==> config.mk <==
export PLATFORM = sky130hd
export DESIGN_NAME = stable_priority_queue
export DESIGN_NICKNAME = d
export VERILOG_FILES = /design/src/hdl/spq_pkg.sv /design/src/hdl/stable_priority_queue.sv /design/src/hdl/spq_ram.sv /design/src/hdl/spq_rbuf.sv
export SDC_FILE = /design/constraint.sdc
export NUM_CORES = 1
export LEC_CHECK = 0
export BUFFER_PORTS_ARGS = -buffer_cell sky130_fd_sc_hd__buf_2
export CAP_MARGIN = 0
export CELL_PAD_IN_SITES_DETAIL_PLACEMENT = 1
export CELL_PAD_IN_SITES_GLOBAL_PLACEMENT = 2
export CORE_MARGIN = 3
export CORE_UTILIZATION = 38
export CTS_CLUSTER_SIZE = 40
export DETAILED_ROUTE_END_ITERATION = 10
export PLACE_DENSITY_LB_ADDON = 0.3
export SYNTH_ARGS = -nofsm -noshare
export SYNTH_HDL_FRONTEND = slang
export SYNTH_SLANG_ARGS = --single-unit
==> constraint.sdc <==
create_clock -name i_clk -period 7.5 [get_ports i_clk]
set_input_delay 1.5 -clock i_clk [delete_from_list [all_inputs] [get_ports i_clk]]
set_output_delay 1.5 -clock i_clk [all_outputs]
set_load 0.005 [all_outputs]
==> src/hdl/spq_pkg.sv <==
// ----------------------------------------------------------------------------
// spq_pkg
// Shared sizes, codes, result record and ring index helpers for the stable
// priority queue.
// ----------------------------------------------------------------------------
package spq_pkg;

    localparam int DEPTH          = 16;
    localparam int PRIORITY_WIDTH = 8;
    localparam int PAYLOAD_WIDTH  = 32;

    localparam int IDX_W    = $clog2(DEPTH);
    localparam int LEN_W    = $clog2(DEPTH + 1);
    localparam int SUM_W    = LEN_W + 1;
    localparam int CFG_W    = 5;
    localparam int ENTRY_W  = PRIORITY_WIDTH + PAYLOAD_WIDTH;

    localparam logic CMD_INSERT = 1'b0;
    localparam logic CMD_POP    = 1'b1;

    typedef enum logic [1:0] {
        ST_DONE          = 2'd0,
        ST_REFUSED_FULL  = 2'd1,
        ST_REFUSED_EMPTY = 2'd2
    } t_status;

    typedef struct packed {
        t_status                   status;
        logic [PAYLOAD_WIDTH-1:0]  payload;
        logic [PRIORITY_WIDTH-1:0] prio;
        logic                      empty;
        logic                      full;
    } t_result;

    // (base + off) mod len, with base < len and off <= len
    function automatic logic [IDX_W-1:0] wrap_add(input logic [IDX_W-1:0] base,
                                                  input logic [LEN_W-1:0] off,
                                                  input logic [LEN_W-1:0] len);
        logic [SUM_W-1:0] sum;
        sum = SUM_W'(base) + SUM_W'(off);
        if (sum >= SUM_W'(len)) begin
            sum = sum - SUM_W'(len);
        end
        return sum[IDX_W-1:0];
    endfunction

    // (a - b) mod len, with a, b < len
    function automatic logic [LEN_W-1:0] wrap_dist(input logic [IDX_W-1:0] a,
                                                   input logic [IDX_W-1:0] b,
                                                   input logic [LEN_W-1:0] len);
        logic [SUM_W-1:0] d;
        if (a >= b) begin
            d = SUM_W'(a) - SUM_W'(b);
        end else begin
            d = SUM_W'(a) + SUM_W'(len) - SUM_W'(b);
        end
        return d[LEN_W-1:0];
    endfunction

    function automatic logic [LEN_W-1:0] held_count(input logic [IDX_W-1:0] head,
                                                    input logic [IDX_W-1:0] tail,
                                                    input logic             full,
                                                    input logic [LEN_W-1:0] len);
        logic [LEN_W-1:0] cnt;
        if (full) begin
            cnt = len;
        end else begin
            cnt = wrap_dist(tail, head, len);
        end
        return cnt;
    endfunction

    // zero reads as one, anything above the built depth as the depth
    function automatic logic [LEN_W-1:0] clamp_len(input logic [CFG_W-1:0] v);
        logic [LEN_W-1:0] len;
        if (v == '0) begin
            len = LEN_W'(1);
        end else if (32'(v) > 32'(DEPTH)) begin
            len = LEN_W'(DEPTH);
        end else begin
            len = LEN_W'(v);
        end
        return len;
    endfunction

endpackage

==> src/hdl/stable_priority_queue.sv <==
// ----------------------------------------------------------------------------
// stable_priority_queue
// Fixed-depth stable priority queue held in one ring RAM, sorted lazily
// by insertion sort before each pop.
// ----------------------------------------------------------------------------
// Items enter on the in channel (valid/ready): command 0 inserts a priority
// and payload at the tail, command 1 pops the highest priority entry, the
// oldest first among equal priorities. Each item yields one result on the
// out channel (valid/ready) with a status, the popped entry or zeros, and
// the empty and full flags after the item.
// An insert or a refused pop is handled in the idle state; its result is in
// the result buffer on the next cycle. A pop first places every entry
// inserted since the last sort: it loads and fetches the entry, then steps
// it past each lower entry of the sorted run and writes it into place, and
// only then reads the head. The sort time is set by the single RAM read
// port, one read, compare and write-back per cycle.
// A two-entry result buffer lets one new item be taken while a result waits;
// when the receiver stalls longer, ready drops until the receiver takes a
// result. Reset empties the queue and sets length_in_use to the built depth;
// a write of length_in_use also empties the queue. No clearing pass is run.
// ----------------------------------------------------------------------------
module stable_priority_queue (
    input  logic                               i_clk,
    input  logic                               i_rst_n,
    input  logic                               i_cfg_we,
    input  logic [spq_pkg::CFG_W-1:0]          i_cfg_wdata,
    input  logic                               i_in_valid,
    output logic                               o_in_ready,
    input  logic                               i_command,
    input  logic [spq_pkg::PRIORITY_WIDTH-1:0] i_priority_req,
    input  logic [spq_pkg::PAYLOAD_WIDTH-1:0]  i_payload_in,
    output logic                               o_out_valid,
    input  logic                               i_out_ready,
    output logic [1:0]                         o_status,
    output logic [spq_pkg::PAYLOAD_WIDTH-1:0]  o_payload_out,
    output logic [spq_pkg::PRIORITY_WIDTH-1:0] o_priority_out,
    output logic                               o_now_empty,
    output logic                               o_now_full
);

    typedef enum logic [6:0] {
        S_IDLE     = 7'b0000001,
        S_LOAD     = 7'b0000010,
        S_FETCH    = 7'b0000100,
        S_STEP     = 7'b0001000,
        S_PLACE    = 7'b0010000,
        S_POP_RD   = 7'b0100000,
        S_POP_DATA = 7'b1000000
    } t_state;

    localparam int PW = spq_pkg::PRIORITY_WIDTH;
    localparam int DW = spq_pkg::PAYLOAD_WIDTH;
    localparam int EW = spq_pkg::ENTRY_W;
    localparam int IW = spq_pkg::IDX_W;
    localparam int LW = spq_pkg::LEN_W;

    t_state             r_state, n_state;
    logic [LW-1:0]      r_len;
    logic [IW-1:0]      r_head, n_head;
    logic [IW-1:0]      r_tail, n_tail;
    logic               r_full, n_full;
    logic [IW-1:0]      r_sorted_end, n_sorted_end;
    logic [LW-1:0]      r_count, n_count;
    logic [LW-1:0]      r_run, n_run;
    logic [LW-1:0]      r_j, n_j;
    logic [EW-1:0]      r_new, n_new;

    logic               in_fire;
    logic               room;
    logic               push;
    spq_pkg::t_result   res;
    spq_pkg::t_result   out_data;
    logic               we;
    logic [IW-1:0]      waddr;
    logic [EW-1:0]      wdata;
    logic [IW-1:0]      raddr;
    logic [EW-1:0]      rdata;
    logic [LW-1:0]      held;
    logic [LW-1:0]      run_now;
    logic [IW-1:0]      tail_inc;
    logic [IW-1:0]      head_inc;
    logic [PW-1:0]      rd_prio;
    logic [PW-1:0]      new_prio;
    logic               entry_done;

    assign o_in_ready = (r_state == S_IDLE) && room;
    assign in_fire    = i_in_valid && o_in_ready;

    assign held     = spq_pkg::held_count(r_head, r_tail, r_full, r_len);
    assign run_now  = spq_pkg::wrap_dist(r_sorted_end, r_head, r_len) + LW'(1);
    assign tail_inc = spq_pkg::wrap_add(r_tail, LW'(1), r_len);
    assign head_inc = spq_pkg::wrap_add(r_head, LW'(1), r_len);
    assign rd_prio  = rdata[EW-1 -: PW];
    assign new_prio = r_new[EW-1 -: PW];

    always_comb begin
        n_state      = r_state;
        n_head       = r_head;
        n_tail       = r_tail;
        n_full       = r_full;
        n_sorted_end = r_sorted_end;
        n_count      = r_count;
        n_run        = r_run;
        n_j          = r_j;
        n_new        = r_new;
        push         = 1'b0;
        res          = '0;
        we           = 1'b0;
        waddr        = r_tail;
        wdata        = {i_priority_req, i_payload_in};
        raddr        = r_head;
        entry_done   = 1'b0;

        case (r_state)
            S_IDLE: begin
                if (in_fire) begin
                    if (i_command == spq_pkg::CMD_INSERT) begin
                        push = 1'b1;
                        if (r_full) begin
                            res.status = spq_pkg::ST_REFUSED_FULL;
                            res.full   = 1'b1;
                        end else begin
                            we = 1'b1;
                            if (held == '0) begin
                                n_sorted_end = r_tail;
                            end
                            n_tail     = tail_inc;
                            n_full     = (tail_inc == r_head);
                            res.status = spq_pkg::ST_DONE;
                            res.full   = (tail_inc == r_head);
                        end
                    end else begin
                        if (held == '0) begin
                            push       = 1'b1;
                            res.status = spq_pkg::ST_REFUSED_EMPTY;
                            res.empty  = 1'b1;
                        end else begin
                            n_count = held;
                            n_run   = run_now;
                            n_state = (run_now < held) ? S_LOAD : S_POP_RD;
                        end
                    end
                end
            end
            S_LOAD: begin
                raddr   = spq_pkg::wrap_add(r_head, r_run, r_len);
                n_state = S_FETCH;
            end
            S_FETCH: begin
                // new entry arrives, start reading the run from its end
                n_new   = rdata;
                raddr   = spq_pkg::wrap_add(r_head, r_run - LW'(1), r_len);
                n_j     = r_run;
                n_state = S_STEP;
            end
            S_STEP: begin
                we    = 1'b1;
                waddr = spq_pkg::wrap_add(r_head, r_j, r_len);
                if (rd_prio >= new_prio) begin
                    wdata      = r_new;
                    entry_done = 1'b1;
                end else begin
                    // shift the lower entry up one slot
                    wdata = rdata;
                    n_j   = r_j - LW'(1);
                    if (r_j == LW'(1)) begin
                        n_state = S_PLACE;
                    end else begin
                        raddr = spq_pkg::wrap_add(r_head, r_j - LW'(2), r_len);
                    end
                end
            end
            S_PLACE: begin
                we         = 1'b1;
                waddr      = r_head;
                wdata      = r_new;
                entry_done = 1'b1;
            end
            S_POP_RD: begin
                raddr   = r_head;
                n_state = S_POP_DATA;
            end
            S_POP_DATA: begin
                push         = 1'b1;
                res.status   = spq_pkg::ST_DONE;
                res.payload  = rdata[DW-1:0];
                res.prio     = rd_prio;
                res.empty    = (r_count == LW'(1));
                n_head       = head_inc;
                n_full       = 1'b0;
                n_sorted_end = spq_pkg::wrap_add(r_head, r_count - LW'(1), r_len);
                n_state      = S_IDLE;
            end
            default: begin
                n_state = S_IDLE;
            end
        endcase

        if (entry_done) begin
            n_run   = r_run + LW'(1);
            n_state = ((r_run + LW'(1)) < r_count) ? S_LOAD : S_POP_RD;
        end
    end

    always_ff @(posedge i_clk) begin
        if (!i_rst_n) begin
            r_state      <= S_IDLE;
            r_len        <= LW'(spq_pkg::DEPTH);
            r_head       <= '0;
            r_tail       <= '0;
            r_full       <= 1'b0;
            r_sorted_end <= '0;
            r_count      <= '0;
            r_run        <= '0;
            r_j          <= '0;
        end else begin
            r_state      <= n_state;
            r_count      <= n_count;
            r_run        <= n_run;
            r_j          <= n_j;
            if (i_cfg_we) begin
                r_len        <= spq_pkg::clamp_len(i_cfg_wdata);
                r_head       <= '0;
                r_tail       <= '0;
                r_full       <= 1'b0;
                r_sorted_end <= '0;
            end else begin
                r_head       <= n_head;
                r_tail       <= n_tail;
                r_full       <= n_full;
                r_sorted_end <= n_sorted_end;
            end
        end
    end

    always_ff @(posedge i_clk) begin
        r_new <= n_new;
    end

    spq_ram #(
        .WIDTH (spq_pkg::ENTRY_W),
        .DEPTH (spq_pkg::DEPTH)
    ) u_ram (
        .i_clk   (i_clk),
        .i_we    (we),
        .i_waddr (waddr),
        .i_wdata (wdata),
        .i_raddr (raddr),
        .o_rdata (rdata)
    );

    spq_rbuf u_rbuf (
        .i_clk   (i_clk),
        .i_rst_n (i_rst_n),
        .i_push  (push),
        .i_data  (res),
        .o_room  (room),
        .o_valid (o_out_valid),
        .i_ready (i_out_ready),
        .o_data  (out_data)
    );

    assign o_status       = out_data.status;
    assign o_payload_out  = out_data.payload;
    assign o_priority_out = out_data.prio;
    assign o_now_empty    = out_data.empty;
    assign o_now_full     = out_data.full;

    // a result is only produced when the buffer can take it
    assert property (@(posedge i_clk) disable iff (!i_rst_n) push |-> room)
        else $error("result pushed into a full buffer");

    // full queue means the ring pointers meet
    assert property (@(posedge i_clk) disable iff (!i_rst_n) r_full |-> (r_tail == r_head))
        else $error("full flag set with head and tail apart");

    // ring pointers stay inside the slots in use
    assert property (@(posedge i_clk) disable iff (!i_rst_n)
        (LW'(r_head) < r_len) && (LW'(r_tail) < r_len))
        else $error("ring pointer beyond length in use");

    // a sort pass only starts while unsorted entries remain
    assert property (@(posedge i_clk) disable iff (!i_rst_n)
        (r_state == S_LOAD) |-> (r_run < r_count))
        else $error("sort pass past the held entries");

endmodule

==> src/hdl/spq_ram.sv <==
// ----------------------------------------------------------------------------
// spq_ram
// Generic simple dual-port RAM: one write port, one read port with
// registered read data (old data on collision).
// ----------------------------------------------------------------------------
module spq_ram #(
    parameter int WIDTH = 8,
    parameter int DEPTH = 16,
    localparam int AW   = (DEPTH > 1) ? $clog2(DEPTH) : 1
) (
    input  logic             i_clk,
    input  logic             i_we,
    input  logic [AW-1:0]    i_waddr,
    input  logic [WIDTH-1:0] i_wdata,
    input  logic [AW-1:0]    i_raddr,
    output logic [WIDTH-1:0] o_rdata
);

    logic [WIDTH-1:0] r_mem [DEPTH];
    logic [WIDTH-1:0] r_rdata;

    always_ff @(posedge i_clk) begin
        if (i_we) begin
            r_mem[i_waddr] <= i_wdata;
        end
        r_rdata <= r_mem[i_raddr];
    end

    assign o_rdata = r_rdata;

endmodule

==> src/hdl/spq_rbuf.sv <==
// ----------------------------------------------------------------------------
// spq_rbuf
// Two-entry result buffer between the sequencer and the output channel,
// so a new item can be taken while a finished result waits.
// ----------------------------------------------------------------------------
module spq_rbuf (
    input  logic             i_clk,
    input  logic             i_rst_n,
    input  logic             i_push,
    input  spq_pkg::t_result i_data,
    output logic             o_room,
    output logic             o_valid,
    input  logic             i_ready,
    output spq_pkg::t_result o_data
);

    spq_pkg::t_result r_slot0;
    spq_pkg::t_result r_slot1;
    logic             r_v0;
    logic             r_v1;
    logic             pop;

    assign pop     = r_v0 && i_ready;
    assign o_valid = r_v0;
    assign o_data  = r_slot0;
    assign o_room  = !r_v1;

    always_ff @(posedge i_clk) begin
        if (!i_rst_n) begin
            r_v0 <= 1'b0;
            r_v1 <= 1'b0;
        end else begin
            if (pop) begin
                if (r_v1) begin
                    r_slot0 <= r_slot1;
                    if (i_push) begin
                        r_slot1 <= i_data;
                    end
                    r_v1 <= i_push;
                end else begin
                    if (i_push) begin
                        r_slot0 <= i_data;
                    end
                    r_v0 <= i_push;
                end
            end else if (i_push) begin
                if (!r_v0) begin
                    r_slot0 <= i_data;
                    r_v0    <= 1'b1;
                end else begin
                    r_slot1 <= i_data;
                    r_v1    <= 1'b1;
                end
            end
        end
    end

endmodule

# Word level (Yosys, flattened, before mapping)
# Memory sizes are Yosys's and may differ from the RTL's. A register that Yosys moved wholly into a read port is not among the register bits.
# Index checks and enable logic that the tools add are counted.
dict set report op_classes {
  addsub 26
  n_lt_le_gt_ge 13
  n_eq_ne 26
  muxes 82
  bitwise_logic 4
  reduce_logical 27
}
# cell n
set ops {}
lappend ops {{2-to-1 mux 44 bit} 9}
lappend ops {{2-to-1 mux 40 bit} 2}
lappend ops {{case mux 40 bit (2 select lines)} 1}
lappend ops {{2-to-1 mux 5 bit} 11}
lappend ops {{2-to-1 mux 4 bit} 13}
lappend ops {{2-to-1 mux 7 bit} 6}
lappend ops {{case mux 7 bit (6 select lines)} 1}
lappend ops {{adder 4 x 5 -> 6 bit} 5}
lappend ops {{>= comparator 6 x 5 -> 1 bit} 5}
lappend ops {{subtractor 4 bit} 7}
lappend ops {{2-to-1 mux 1 bit} 23}
lappend ops {{!= test 2 bit (second input constant)} 8}
lappend ops {{case mux 4 bit (2 select lines)} 2}
lappend ops {{AND reduction 4 bit} 4}
lappend ops {{nonzero test 2 bit} 8}
lappend ops {{!= test 3 bit (second input constant)} 5}
lappend ops {{subtractor 5 x 1 -> 5 bit (second input constant)} 3}
lappend ops {{2-to-1 mux 6 bit} 2}
lappend ops {{case mux 4 bit (3 select lines)} 1}
lappend ops {{adder 4 x 1 -> 5 bit (second input constant)} 2}
lappend ops {{adder 4 x 5 -> 5 bit} 2}
lappend ops {{adder 5 x 1 -> 5 bit (second input constant)} 2}
lappend ops {{== test 5 x 1 -> 1 bit (second input constant)} 2}
lappend ops {{>= comparator 5 bit} 2}
lappend ops {{other kinds (28)} 52}
dict set report totals {
  regBits 170
  ramBits 640
  input_bits 51
  out_inout_bits 46
  elab_cells 201
  mem_count 1
}
# memory depth width rd rd_clocked_by_memory_dff wr line_no
set memory_table {}
lappend memory_table {u_ram.r_mem 16 40 1 1 1 spq_ram.sv:19} ;# logic [WIDTH-1:0] r_mem [DEPTH];

# Longest topological paths before layout
# Gate-level depths: netlist of the first run.
dict set report logic_depth {
  ltp_word 12
  depth_mapped 20
}

# By module
# A second synthesis of the first run with hierarchy kept.
dict set report unflattened {
  hier_cells 2102
  hier_area_um2 36506.3
}
# mod instances cells_each area_each_um2 seq_area_each_um2
set modules_own_cells {}
lappend modules_own_cells {spq_ram 1 1040 25130.4 20019.2}
lappend modules_own_cells {stable_priority_queue 1 909 8047.7 2001.9}
lappend modules_own_cells {spq_rbuf 1 153 3328.2 2682.6}

# Worst setup path before layout of the first run
# OpenSTA, ideal clock, no wires.
dict set report synth_timing {
  kind {flip-flop to flip-flop}
  startpoint {register r_len[1]}
  endpoint {register u_rbuf.r_slot0 (netlist bit u_rbuf.o_data[0]), enable pin}
  setup_time_ns 0.517
  arrival_ns 6.575
  path_slack_ns 0.408
  path_stages_with_launch 14
  n_path_buf 0
  period_less_slack_ns 7.092
  path_cell_list {dfxtp_1 > inv_1 > fa_1 > inv_1 > fa_1 > a21o_1 > a21oi_1 > xnor2_1 > a211oi_1 > o21ai_0 > nand4bb_1 > or2_2 > a31o_2 > a221oi_1}
}
dict set report synth_between {
  elab_chain_cells 11
  elab_cells_between_ends 12
}
# item line_no
set synth_lines {}
lappend synth_lines {{start, declared} stable_priority_queue.sv:58} ;# logic [LW-1:0] r_len;
lappend synth_lines {{start signal, assigned} stable_priority_queue.sv:208} ;# r_len <= LW'(spq_pkg::DEPTH);
lappend synth_lines {{start signal, assigned} stable_priority_queue.sv:222} ;# r_len <= spq_pkg::clamp_len(i_cfg_wdata);
lappend synth_lines {{adder 4 x 5 -> 5 bit} spq_pkg.sv:55} ;# d = SUM_W'(a) + SUM_W'(len) - SUM_W'(b);
lappend synth_lines {{subtractor 5 x 4 -> 5 bit} spq_pkg.sv:55}
lappend synth_lines {{2-to-1 mux 5 bit} spq_pkg.sv:52} ;# if (a >= b) begin
lappend synth_lines {{2-to-1 mux 5 bit *} spq_pkg.sv:65} ;# if (full) begin
lappend synth_lines {{logical NOT 5 bit *} stable_priority_queue.sv:133} ;# if (held == '0) begin
lappend synth_lines {{2-to-1 mux 1 bit *} stable_priority_queue.sv:133}
lappend synth_lines {{2-to-1 mux 1 bit *} stable_priority_queue.sv:117} ;# if (i_command == spq_pkg::CMD_INSERT) begin
lappend synth_lines {{2-to-1 mux 1 bit *} stable_priority_queue.sv:116} ;# if (in_fire) begin
lappend synth_lines {{case mux 1 bit (2 select lines) *} stable_priority_queue.sv:114} ;# case (r_state)
lappend synth_lines {{nonzero test 2 bit (no line)} --}
lappend synth_lines {{AND reduction 4 bit (no line) *} --}
lappend synth_lines {{end signal, assigned} spq_rbuf.sv:35} ;# r_slot0 <= r_slot1;
lappend synth_lines {{end signal, assigned} spq_rbuf.sv:42} ;# r_slot0 <= i_data;
lappend synth_lines {{end signal, assigned} spq_rbuf.sv:48} ;# r_slot0 <= i_data;
lappend synth_lines {{end, declared} spq_rbuf.sv:17} ;# spq_pkg::t_result r_slot0;
# Mark *: on every way between the ends. The rest lies on a longest branch, timed or not.
# A chain may end at the register's enable or synchronous reset.

# Worst setup path in the final report of the first run
dict set report layout_timing {
  startpoint {register r_head[0]}
  endpoint {memory u_ram.r_mem[13][21] in the netlist's numbering, enable pin}
}
dict set report layout_between {
  elab_chain_cells 4
  elab_cells_between_ends 5
}
# item line_no
set layout_lines {}
lappend layout_lines {{start, declared} stable_priority_queue.sv:59} ;# logic [IW-1:0] r_head, n_head;
lappend layout_lines {{start signal, assigned} stable_priority_queue.sv:228} ;# r_head <= n_head;
lappend layout_lines {{adder 4 x 5 -> 6 bit} spq_pkg.sv:40} ;# sum = SUM_W'(base) + SUM_W'(off);
lappend layout_lines {{>= comparator 6 x 5 -> 1 bit or subtractor 4 bit (tied branches)} {spq_pkg.sv:41, spq_pkg.sv:42}}
lappend layout_lines {{2-to-1 mux 4 bit} spq_pkg.sv:41} ;# if (sum >= SUM_W'(len)) begin
lappend layout_lines {{case mux 4 bit (2 select lines) *} stable_priority_queue.sv:114}
lappend layout_lines {{end, declared} spq_ram.sv:19}
# Marked as above.

==> run metrics, run 1 <==
Vias/cell=5.584; Synth Net Count=2286; area leader, netlist=edfxtp_1; cell with the most instances after synthesis=edfxtp_1; CTS clk-pin slew, worst paths=0.06 ns; footprint of the multi-input gates=0.01071 mm^2; htree depth=3; status=completed; Post-synth EDFFs=768; total of warnings raised by yosys=0; cell leakage power=0.01395 uW; vias=20.07k; Max FO, Critical Path=26; TritonCTS Buffers=89; ys flop type=edfxtp_1; post-synth cell types=77; CTS tree=done; layout cells sized above 1=0.2244; top cells by count, synth=edfxtp_1 (768), mux4_2 (160), inv_1 (127), ha_1 (96), a22oi_1 (89); setup tns final=0 ns; core box area=0.09375 mm^2; Final Hold Viols=0; cell count after synthesis=2117; max frequency=0.1726 GHz; Max Clock Skew=0.02234 ns; FF/Latch Area=0.02470 mm^2; synthesis-stage register bit count=850; fin crit share=0.7724; die footprint=0.09871 mm^2; GRT Total Usage=0.1977; Ports=97; Worst-Skew Late Latency=0.64 ns; IO buf count=96; Worst EP required=7.77 ns; drt wl/cell=27.14 um; Max clock buf depth=3; global-route wire length before repair=144400 um; initial antenna violation count=4; synth-to-layout area growth=14.55%; synthesized area=0.03609 mm^2; CP cell instances=ha_1, inv_1, fa_1, inv_1, fa_1, a21o_1, a21oi_1, nor2b_1, o21ai_0, nand3_1, mux2_2, o21ai_0, nand2_1, nor2_4, buf_4; register area share after synthesis=0.6845; Detailed Route Iter0 Violations=1904; synth top area cells=edfxtp_1 (64%), mux4_2 (10%), dfxtp_1 (4.5%); final instance area=0.04134 mm^2; Worst VDD drop=0.1982 mV; Slowest cell on crit path=dfxtp_1; Starting Density=0.3850; RSZ-0062 raised after global routing=false; minimum clock period=5.793 ns; Worst Max-Slew Pin Slew=1.106 ns; PostCTS Resize Cnt=0; CTS root buf=clkbuf_16; Largest stage delay, worst path=0.80 ns; Total Nets Final=2435; worst hold path class=reg2reg; 1st-pass router iterations=6; top cell type's share of synthesized area=0.6390; Max Cap Viol=0; Sink Count=850; Crit. End Element=register; Final Setup Violations=0; Mean Syn Cell Area=17.05 um^2; post-DP HPWL=59290 um; Post-CTS Setup Inserts=0; vias in the first global route=21.65k; Synth async-reset ratio=0; Hold-fix buffers, CTS=0; Final GP Congestion=0.8071; total power density per cell area=257.1 mW/mm^2; # fillers=9016; Slew HR=0.2625; grt ovf=0; Routed Antenna Nets=0; CP Launch Type=register; Setup CP Type=reg2reg; WP data arrival=6.06 ns; site row count=112; largest net degree at the start of global routing=59; die width=314.2 um; DRC viols=0; Final Slew Violations=0; routed wire length=97580 um; Die H=314.2 um; Post-DP Area=0.03843 mm^2
where the power goes:
| part | switching, uW | internal, uW |
|---|---|---|
| combinational | 506 | 313 |
| sequential | 103 | 5320 |
| clock | 1840 | 2550 |
kinds of logic (layout without fill, tap and decap cells):
logic type,Yosys count,in the layout,share of synthesized area
compound gates,360,360,0.07263
xor+xnor,57,57,0.01383
simple gates,290,290,0.03990
mux,223,223,0.1189
buf+inv,219,442,0.02475
fa+ha+maj,118,118,0.04549
other cells,0,1,0
flops,850,850,0.6845
path summary, 6_finish.rpt:
path	start	to	slack, ns	cells past startpoint
setup / recovery	r_head[0]$_SDFFE_PP0P_	u_ram.r_mem[13][21]$_DFFE_PP_	1.71	15
hold / removal	u_ram.o_rdata[21]$_DFF_P_	r_new[21]$_DFFE_PP_	0.46	0
setup reg to reg	r_head[0]$_SDFFE_PP0P_	u_ram.r_mem[13][21]$_DFFE_PP_	1.71	15
hold reg to reg	u_ram.o_rdata[21]$_DFF_P_	r_new[21]$_DFFE_PP_	0.46	0
routing by layer:
metal	routed length (um)	track usage	vias to the layer above
li1	-	-	8727
met1	42770	0.2725	10680
met2	47650	0.3312	530
met3	4869	0.02699	139
met4	2297	0.05208	0
met5	0	0	-
through the flow:
stage	hold slack [ns]	util	instances	total power [uW]	setup WS, ns
floorplan	0.4228	-	2117	6006	0.4083
global placement	0.4333	0.4099	3429	6311	1.904
detailed placement	0.4399	0.4099	3429	6341	1.705
CTS	0.4573	0.4410	3594	10740	1.642
global route	0.4764	0.4410	3595	11030	1.385
finish	0.4586	0.4410	3595	10630	1.707
registers in the layout (all words and copies together), names as in the netlist, 4 cells and up:
signal / flops
r_tail: 4
r_j: 5
r_run: 5
r_sorted_end: 4
u_ram.o_rdata: 40
r_state: 7
r_len: 5
r_new: 40
r_head: 4
u_ram.r_mem: 640
u_rbuf.o_data: 44
r_count: 5
u_rbuf.r_slot1: 44
critical path, delay by kind of cell (launching register included):
| family | cells | cell delay (ns) |
|---|---|---|
| adders and majority gates | 3 | 1.33 |
| and+or+nand+nor | 4 | 1.23 |
| AOI/OAI and AO/OA | 4 | 0.85 |
| buffers and inverters | 3 | 0.81 |
| DFF | 1 | 0.80 |
| muxes | 1 | 0.35 |
placed cells by master (no fill, tap or decap), types with 53 or more instances in the layout:
| cell | count |
|---|---|
| mux4_2 | 160 |
| dfxtp_1 | 82 |
| nand2_1 | 85 |
| clkbuf_16 | 91 |
| buf_2 | 96 |
| a21oi_1 | 59 |
| a22oi_1 | 88 |
| inv_1 | 126 |
| ha_1 | 96 |
| nor2_1 | 53 |
| edfxtp_1 | 768 |
layout make-up:
class                           count  area share
Clock buffer                      124     0.06050
Tap cell                         1254     0.03795
Clock inverter                     41    0.009927
Antenna cell                        1  0.00006053
Timing Repair Buffer              149     0.02336
Sequential cell                   850      0.5975
Inverter                          128     0.01162
Multi-Input combinational cell   1048      0.2590
Power figures use the tool's default switching activity.
==> run 2: changes to the inputs <==
clock period = 5.6 ns   (was 7.5 ns; I/O delays follow)
==> run 2 against run 1 <==
  * Via count rose by 1.2%
  * First-iteration DRC count fell by 4.8%
  * Non-clock buffer count rose by 46
  * Sequential power is 34% higher
  * Clock power is 38% higher
  * Power up 36%
  * Worst setup slack lost 1.1 ns
  * Critical path type unchanged
  * Highest routed layer unchanged
==> run metrics, run 2 (synthesis gave the netlist of run 1 again) <==
status=completed; Max Cap Viol=0 (unchanged); max frequency=0.1989 GHz (+15%); Hold Crit Depth=0 (unchanged); TritonCTS Buffers=91 (+2.2%); synth-to-layout area growth=17.49%; RSZ-0062 raised after global routing=false; drt wl/cell=27.24 um (+0.36%); Vias/cell=5.573 (-0.18%); site row count=112 (unchanged); GRT Total Usage=0.2030 (+0.005280); largest net degree at the start of global routing=59 (unchanged); PostCTS Resize Cnt=0 (unchanged); Worst VDD drop=0.2100 mV (+6.0%); CP Launch Type=register; Final Setup Violations=0 (unchanged); routed wire length=99300 um (+1.8%); Total Nets Final=2483 (+2.0%); final instance area=0.04240 mm^2 (+2.6%); Worst Max-Slew Pin Slew=1.121 ns (+0.01488 ns); Die H=314.2 um (unchanged); grt ovf=0 (unchanged); Sink Count=850 (unchanged); Post-Place Cells=3475 (+1.3%); WP data arrival=5.58 ns (-0.48 ns); Max FO, Critical Path=16 (-38%); cell leakage power=0.01439 uW (+3.2%); IO buf count=96 (unchanged); layout cells sized above 1=0.2460 (+0.02167); post-DP HPWL=60550 um (+2.1%); vias=20.32k (+1.2%); 1st-pass router iterations=6 (unchanged); vias in the first global route=22.10k (+2.1%); total power density per cell area=340.5 mW/mm^2 (+32%); Final Power=14440 uW (+36%); Hold Path Origin=u_ram.o_rdata[5]$_DFF_P_; Post-CTS Setup Inserts=0 (unchanged); Slew HR=0.2526 (-0.009918); Setup CP Type=reg2reg; Cell Count, Final, Fillers Out=3645 (+1.4%); global-route wire length before repair=148500 um (+2.8%); Routed Antenna Nets=0 (unchanged); Starting Density=0.3850 (unchanged); core box area=0.09375 mm^2 (unchanged); die footprint=0.09871 mm^2 (unchanged); Hold-fix buffers, CTS=0 (unchanged); DRC viols=0 (unchanged); Ports=97 (unchanged); r2r startpoint=r_head[0]$_SDFFE_PP0P_; Max Clock Skew=0.05436 ns (+0.03202 ns); Final Hold Viols=0 (unchanged); Crit. End Element=register; WHS Endpoint=r_new[5]$_DFFE_PP_; Worst-Skew Late Latency=0.67 ns (+0.03 ns); minimum clock period=5.028 ns (-0.7654 ns); worst hold path class=reg2reg; htree depth=3 (unchanged); Post-DP Area=0.03936 mm^2 (+2.4%); Detailed Route Iter0 Violations=1812 (-4.8%); max reg flops=640 (unchanged); initial antenna violation count=3 (-1); most frequent cells in the layout=edfxtp_1 (768), mux4_2 (160), inv_1 (126); fin crit share=0.8978 (+0.1254); Max clock buf depth=3 (unchanged); Final Slew Violations=0 (unchanged); R2R cell count=18 (+3); reg2reg end=u_ram.o_rdata[30]$_DFF_P_; Final GP Congestion=0.8118 (+0.58%); Worst EP required=6.15 ns (-1.62 ns); die width=314.2 um (unchanged); CTS clk-pin slew, worst paths=0.07 ns (about the same); CTS root buf=clkbuf_16; setup slack, reg-to-reg=0.57 ns (-1.13 ns); Largest Register=u_ram.r_mem; most common cell after layout, fill and taps aside=edfxtp_1; CTS tree=done; pre-CTS setup slack=0.5704 ns (-1.135 ns); Final WS setup=0.5720 ns (-1.135 ns)
[run 2: worst max-delay path by stage]
stage / slack [ns] / endpoint / start
global route: 0.13 / u_ram.o_rdata[1]$_DFF_P_ / r_j[1]$_SDFFE_PN0P_
detailed placement: 0.57 / u_ram.o_rdata[39]$_DFF_P_ / r_run[0]$_SDFFE_PN0P_
CTS: 0.55 / u_ram.o_rdata[30]$_DFF_P_ / r_run[1]$_SDFFE_PN0P_
floorplan: -0.10 / u_ram.r_mem[15][0]$_DFFE_PP_ / r_head[1]$_SDFFE_PP0P_
global placement: 0.67 / u_ram.o_rdata[21]$_DFF_P_ / r_run[0]$_SDFFE_PN0P_
finish: 0.57 / u_ram.o_rdata[30]$_DFF_P_ / r_head[0]$_SDFFE_PP0P_
[run 2: cell type report]
cell class	count	area (um^2)
clock inverter	48	514.2
timing repair buffer	195	1887
inverter	128	480.5
sequential	850	24700
antenna	1	2.502
clock buffer	121	2531
multi-input combinational	1048	10720
tap	1254	1569
fill	9026	51350
[run 2: through the flow]
step,hold slack [ns],utilization,TNS [ns]
floorplan,0.4228,-,-30.63
global placement,0.4327,0.4198,0
detailed placement,0.4463,0.4198,0
CTS,0.4634,0.4523,0
global route,0.4711,0.4523,0
finish,0.4602,0.4523,0
[run 2: worst max-delay path, stage by stage, from the launching register on]
cell and delay [ns]:
dfxtp_1 0.34, buf_4 0.19, ha_1 0.24, fa_1 0.40, a21o_1 0.17, a21oi_1 0.17
xnor2_1 0.14, ha_1 0.27, a221oi_1 0.32, o21ai_0 0.15, a31oi_1 0.43, mux2_2 0.39
a22oi_1 0.27, o221ai_4 0.18, buf_4 0.22, buf_4 0.25, mux4_2 0.48, a22oi_1 0.23
nand2_1 0.07
[run 2: routing by layer]
layer | vias up | wire length (um) | GRT usage
li1 | 8838 | - | -
met1 | 10750 | 42970 | 0.2772
met2 | 581 | 49010 | 0.3419
met3 | 149 | 4938 | 0.02903
met4 | 0 | 2380 | 0.05357
met5 | - | 0 | 0
[run 2: report_power, final]
group | switching (uW) | internal, uW | leakage (uW)
combinational | 695 | 446 | 0.00524
clock | 2560 | 3490 | 0.00148
sequential | 130 | 7120 | 0.00767
==> run 3: changes to the inputs <==
BUFFER_PORTS_ARGS = unset   (was -buffer_cell sky130_fd_sc_hd__buf_2)
CORE_UTILIZATION = 49   (was 38)
DONT_BUFFER_PORTS = 1   (was unset)
==> run 3 against run 2 <==
  * Flip-flop and latch count is the same
  * Global-route usage grew 4.6 points
  * Cell count shrank 12%
  * Wire length shrank 3.6%
  * Sequential share of layout area grew 2.2 points
  * Clock power shrank 6.6%
  * Die area shrank 22%
  * Critical path depth shrank 1
  * Hold slack lost 0.015 ns
  * Worst setup slack lost 0.11 ns
  * Critical path type unchanged
  * Largest power group unchanged
==> run metrics, run 3 (synthesis gave the netlist of run 1 again) <==
Ports=97 (unchanged); most common cell after layout, fill and taps aside=edfxtp_1; DRC viols=0 (unchanged); Starting Density=0.4997 (+0.1147); IO buf count=0 (-100%); Final Setup Violations=0 (unchanged); cell leakage power=0.01366 uW (-5.1%); final instance area=0.04084 mm^2 (-3.7%); largest net degree at the start of global routing=70 (+19%); global-route wire length before repair=142000 um (-4.4%); 1st-pass router iterations=6 (unchanged); minimum clock period=5.136 ns (+0.1083 ns); vias in the first global route=21.27k (-3.8%); setup tns final=0 ns (unchanged); TritonCTS Buffers=87 (-4.4%); drt wl/cell=29.83 um (+9.5%); most frequent cells in the layout=edfxtp_1 (768), mux4_2 (160), inv_1 (126); site row count=98 (-13%); Worst VDD drop=0.2639 mV (+26%); CTS root buf=clkbuf_16; Post-DP Area=0.03793 mm^2 (-3.6%); WP data arrival=5.64 ns (+0.06 ns); Total Nets Final=2352 (-5.3%); Detailed Route Iter0 Violations=2155 (+19%); initial antenna violation count=7 (+4); fin crit share=0.9172 (+0.01934); Sink Count=850 (unchanged); Worst-Skew Late Latency=0.65 ns (-0.02 ns); Max clock buf depth=3 (unchanged); Crit. End Element=register; routed wire length=95690 um (-3.6%); Post-Place Cells=3034 (-13%); GRT Total Usage=0.2495 (+0.04643); Hold Path Origin=u_ram.o_rdata[21]$_DFF_P_; worst hold path class=reg2reg; PostCTS Resize Cnt=0 (unchanged); total power density per cell area=341.8 mW/mm^2 (+0.38%); Critical Path Start=r_j[1]$_SDFFE_PN0P_; CP bufs+invs=2 (-1); vias=19.95k (-1.8%); Largest stage delay, worst path=0.46 ns (-0.02 ns); Final Hold Viols=0 (unchanged); max reg flops=640 (unchanged); CP cell instances=inv_1, ha_1, xor2_1, ha_1, a211o_1, and2_1, ha_1, a21o_1, a221oi_1, o21a_1, mux2i_1, o211ai_1, a22oi_2, buf_12, mux4_2, a22oi_1, nand2_1; CP Launch Type=register; r2r startpoint=r_j[1]$_SDFFE_PN0P_; Util after Layout=0.5655 (+0.1132); synth-to-layout area growth=13.17%; CTS clk-pin slew, worst paths=0.07 ns (about the same); # fillers=6426 (-29%); die width=277.4 um (-12%); max frequency=0.1947 GHz (-2.1%); Worst EP required=6.11 ns (-0.04 ns); RSZ-0062 raised after global routing=false; Slew HR=0.3317 (+0.07912); core box area=0.07222 mm^2 (-23%); Die H=277.4 um (-12%); Final Slew Violations=0 (unchanged); layout cells sized above 1=0.1973 (-0.04869); Cell Count, Final, Fillers Out=3208 (-12%); Setup CP Type=reg2reg; htree depth=3 (unchanged); die footprint=0.07695 mm^2 (-22%); CTS tree=done; Worst Max-Slew Pin Slew=1.002 ns (-0.1187 ns); Routed Antenna Nets=0 (unchanged); Vias/cell=6.219 (+12%); Max Clock Skew=0.03387 ns (-0.02049 ns); grt ovf=0 (unchanged); Largest Register=u_ram.r_mem; crit-path leading delay family=compound AO/OA/AOI/OAI gates; Slowest cell on crit path=a22oi_2; post-DP HPWL=55550 um (-8.2%); Final GP Congestion=0.8308 (+2.3%); crit-path most repeated cell=ha_1; Max FO, Critical Path=69 (+53); WHS=0.4455 ns (-0.01471 ns); Max Cap Viol=0 (unchanged); status=completed
[run 3: cell types whose count changed in the layout (fill, tap and decap cells not counted), sizes merged]
cell      previous run  this run
buf                195        68
bufinv               6         2
clkinv              34        30
clkinvlp             6         5
diode                1         3
inv                130       131
[run 3: worst register-to-register path: stages (launching register included)]
cell      delay [ns]
dfxtp_1         0.43
inv_1           0.18
ha_1            0.28
xor2_1          0.16
ha_1            0.32
a211o_1         0.26
and2_1          0.17
ha_1            0.32
a21o_1          0.19
a221oi_1        0.43
o21a_1          0.25
mux2i_1         0.24
o211ai_1        0.13
a22oi_2         0.46
buf_12          0.40
mux4_2          0.47
a22oi_1         0.23
nand2_1         0.12
[run 3: report_power, final]
| part | switching, uW | internal [uW] | total (uW) | leakage (uW) |
|---|---|---|---|---|
| Combinational | 657 | 391 | 1050 | 0.00465 |
| Sequential | 147 | 7120 | 7270 | 0.00767 |
| Clock | 2470 | 3170 | 5650 | 0.00135 |
[run 3: final cells by class]
class,count,area (um^2),share of cell area
clock inverter,40,355.3,0.008700
multi-input combinational,1048,10710,0.2622
inverter,128,480.5,0.01176
timing repair buffer,68,960.9,0.02353
antenna,3,7.507,0.0001838
tap,950,1189,0.02910
clock buffer,121,2440,0.05974
sequential,850,24700,0.6048
[run 3: worst paths after layout]
check                                                 to  slack, ns  cells past startpoint
worst max-delay path            u_ram.o_rdata[0]$_DFF_P_       0.46                     17
worst min-delay path                 r_new[21]$_DFFE_PP_       0.45                      0
worst max register to register  u_ram.o_rdata[0]$_DFF_P_       0.46                     17
worst min register to register       r_new[21]$_DFFE_PP_       0.45                      0
[run 3: what timing repair did]
action | CTS | global route
hold buffers | 0 | 0
setup buffers | 0 | 10
endpoints found under the setup margin | 0 | 40
[run 3: per-layer routing]
layer  wire length, um  vias up  part of all wire  track usage
met2             47740      794              0.50       0.4191
li1                  -     8553                 -            -
met5                22        -           0.00023            0
met1             38860    10440              0.41       0.3363
met4              2625        4             0.027      0.07516
met3              6440      163             0.067      0.04174
[run 3: per-stage QoR]
step | setup WS [ns] | power (uW)
2_1_floorplan | -0.1031 | 8043
3_3_place_gp | 0.3164 | 8375
3_5_place_dp | 0.08593 | 8442
4_1_cts | 0.03457 | 14070
5_1_grt | 0.08734 | 14480
6_report | 0.4638 | 13960
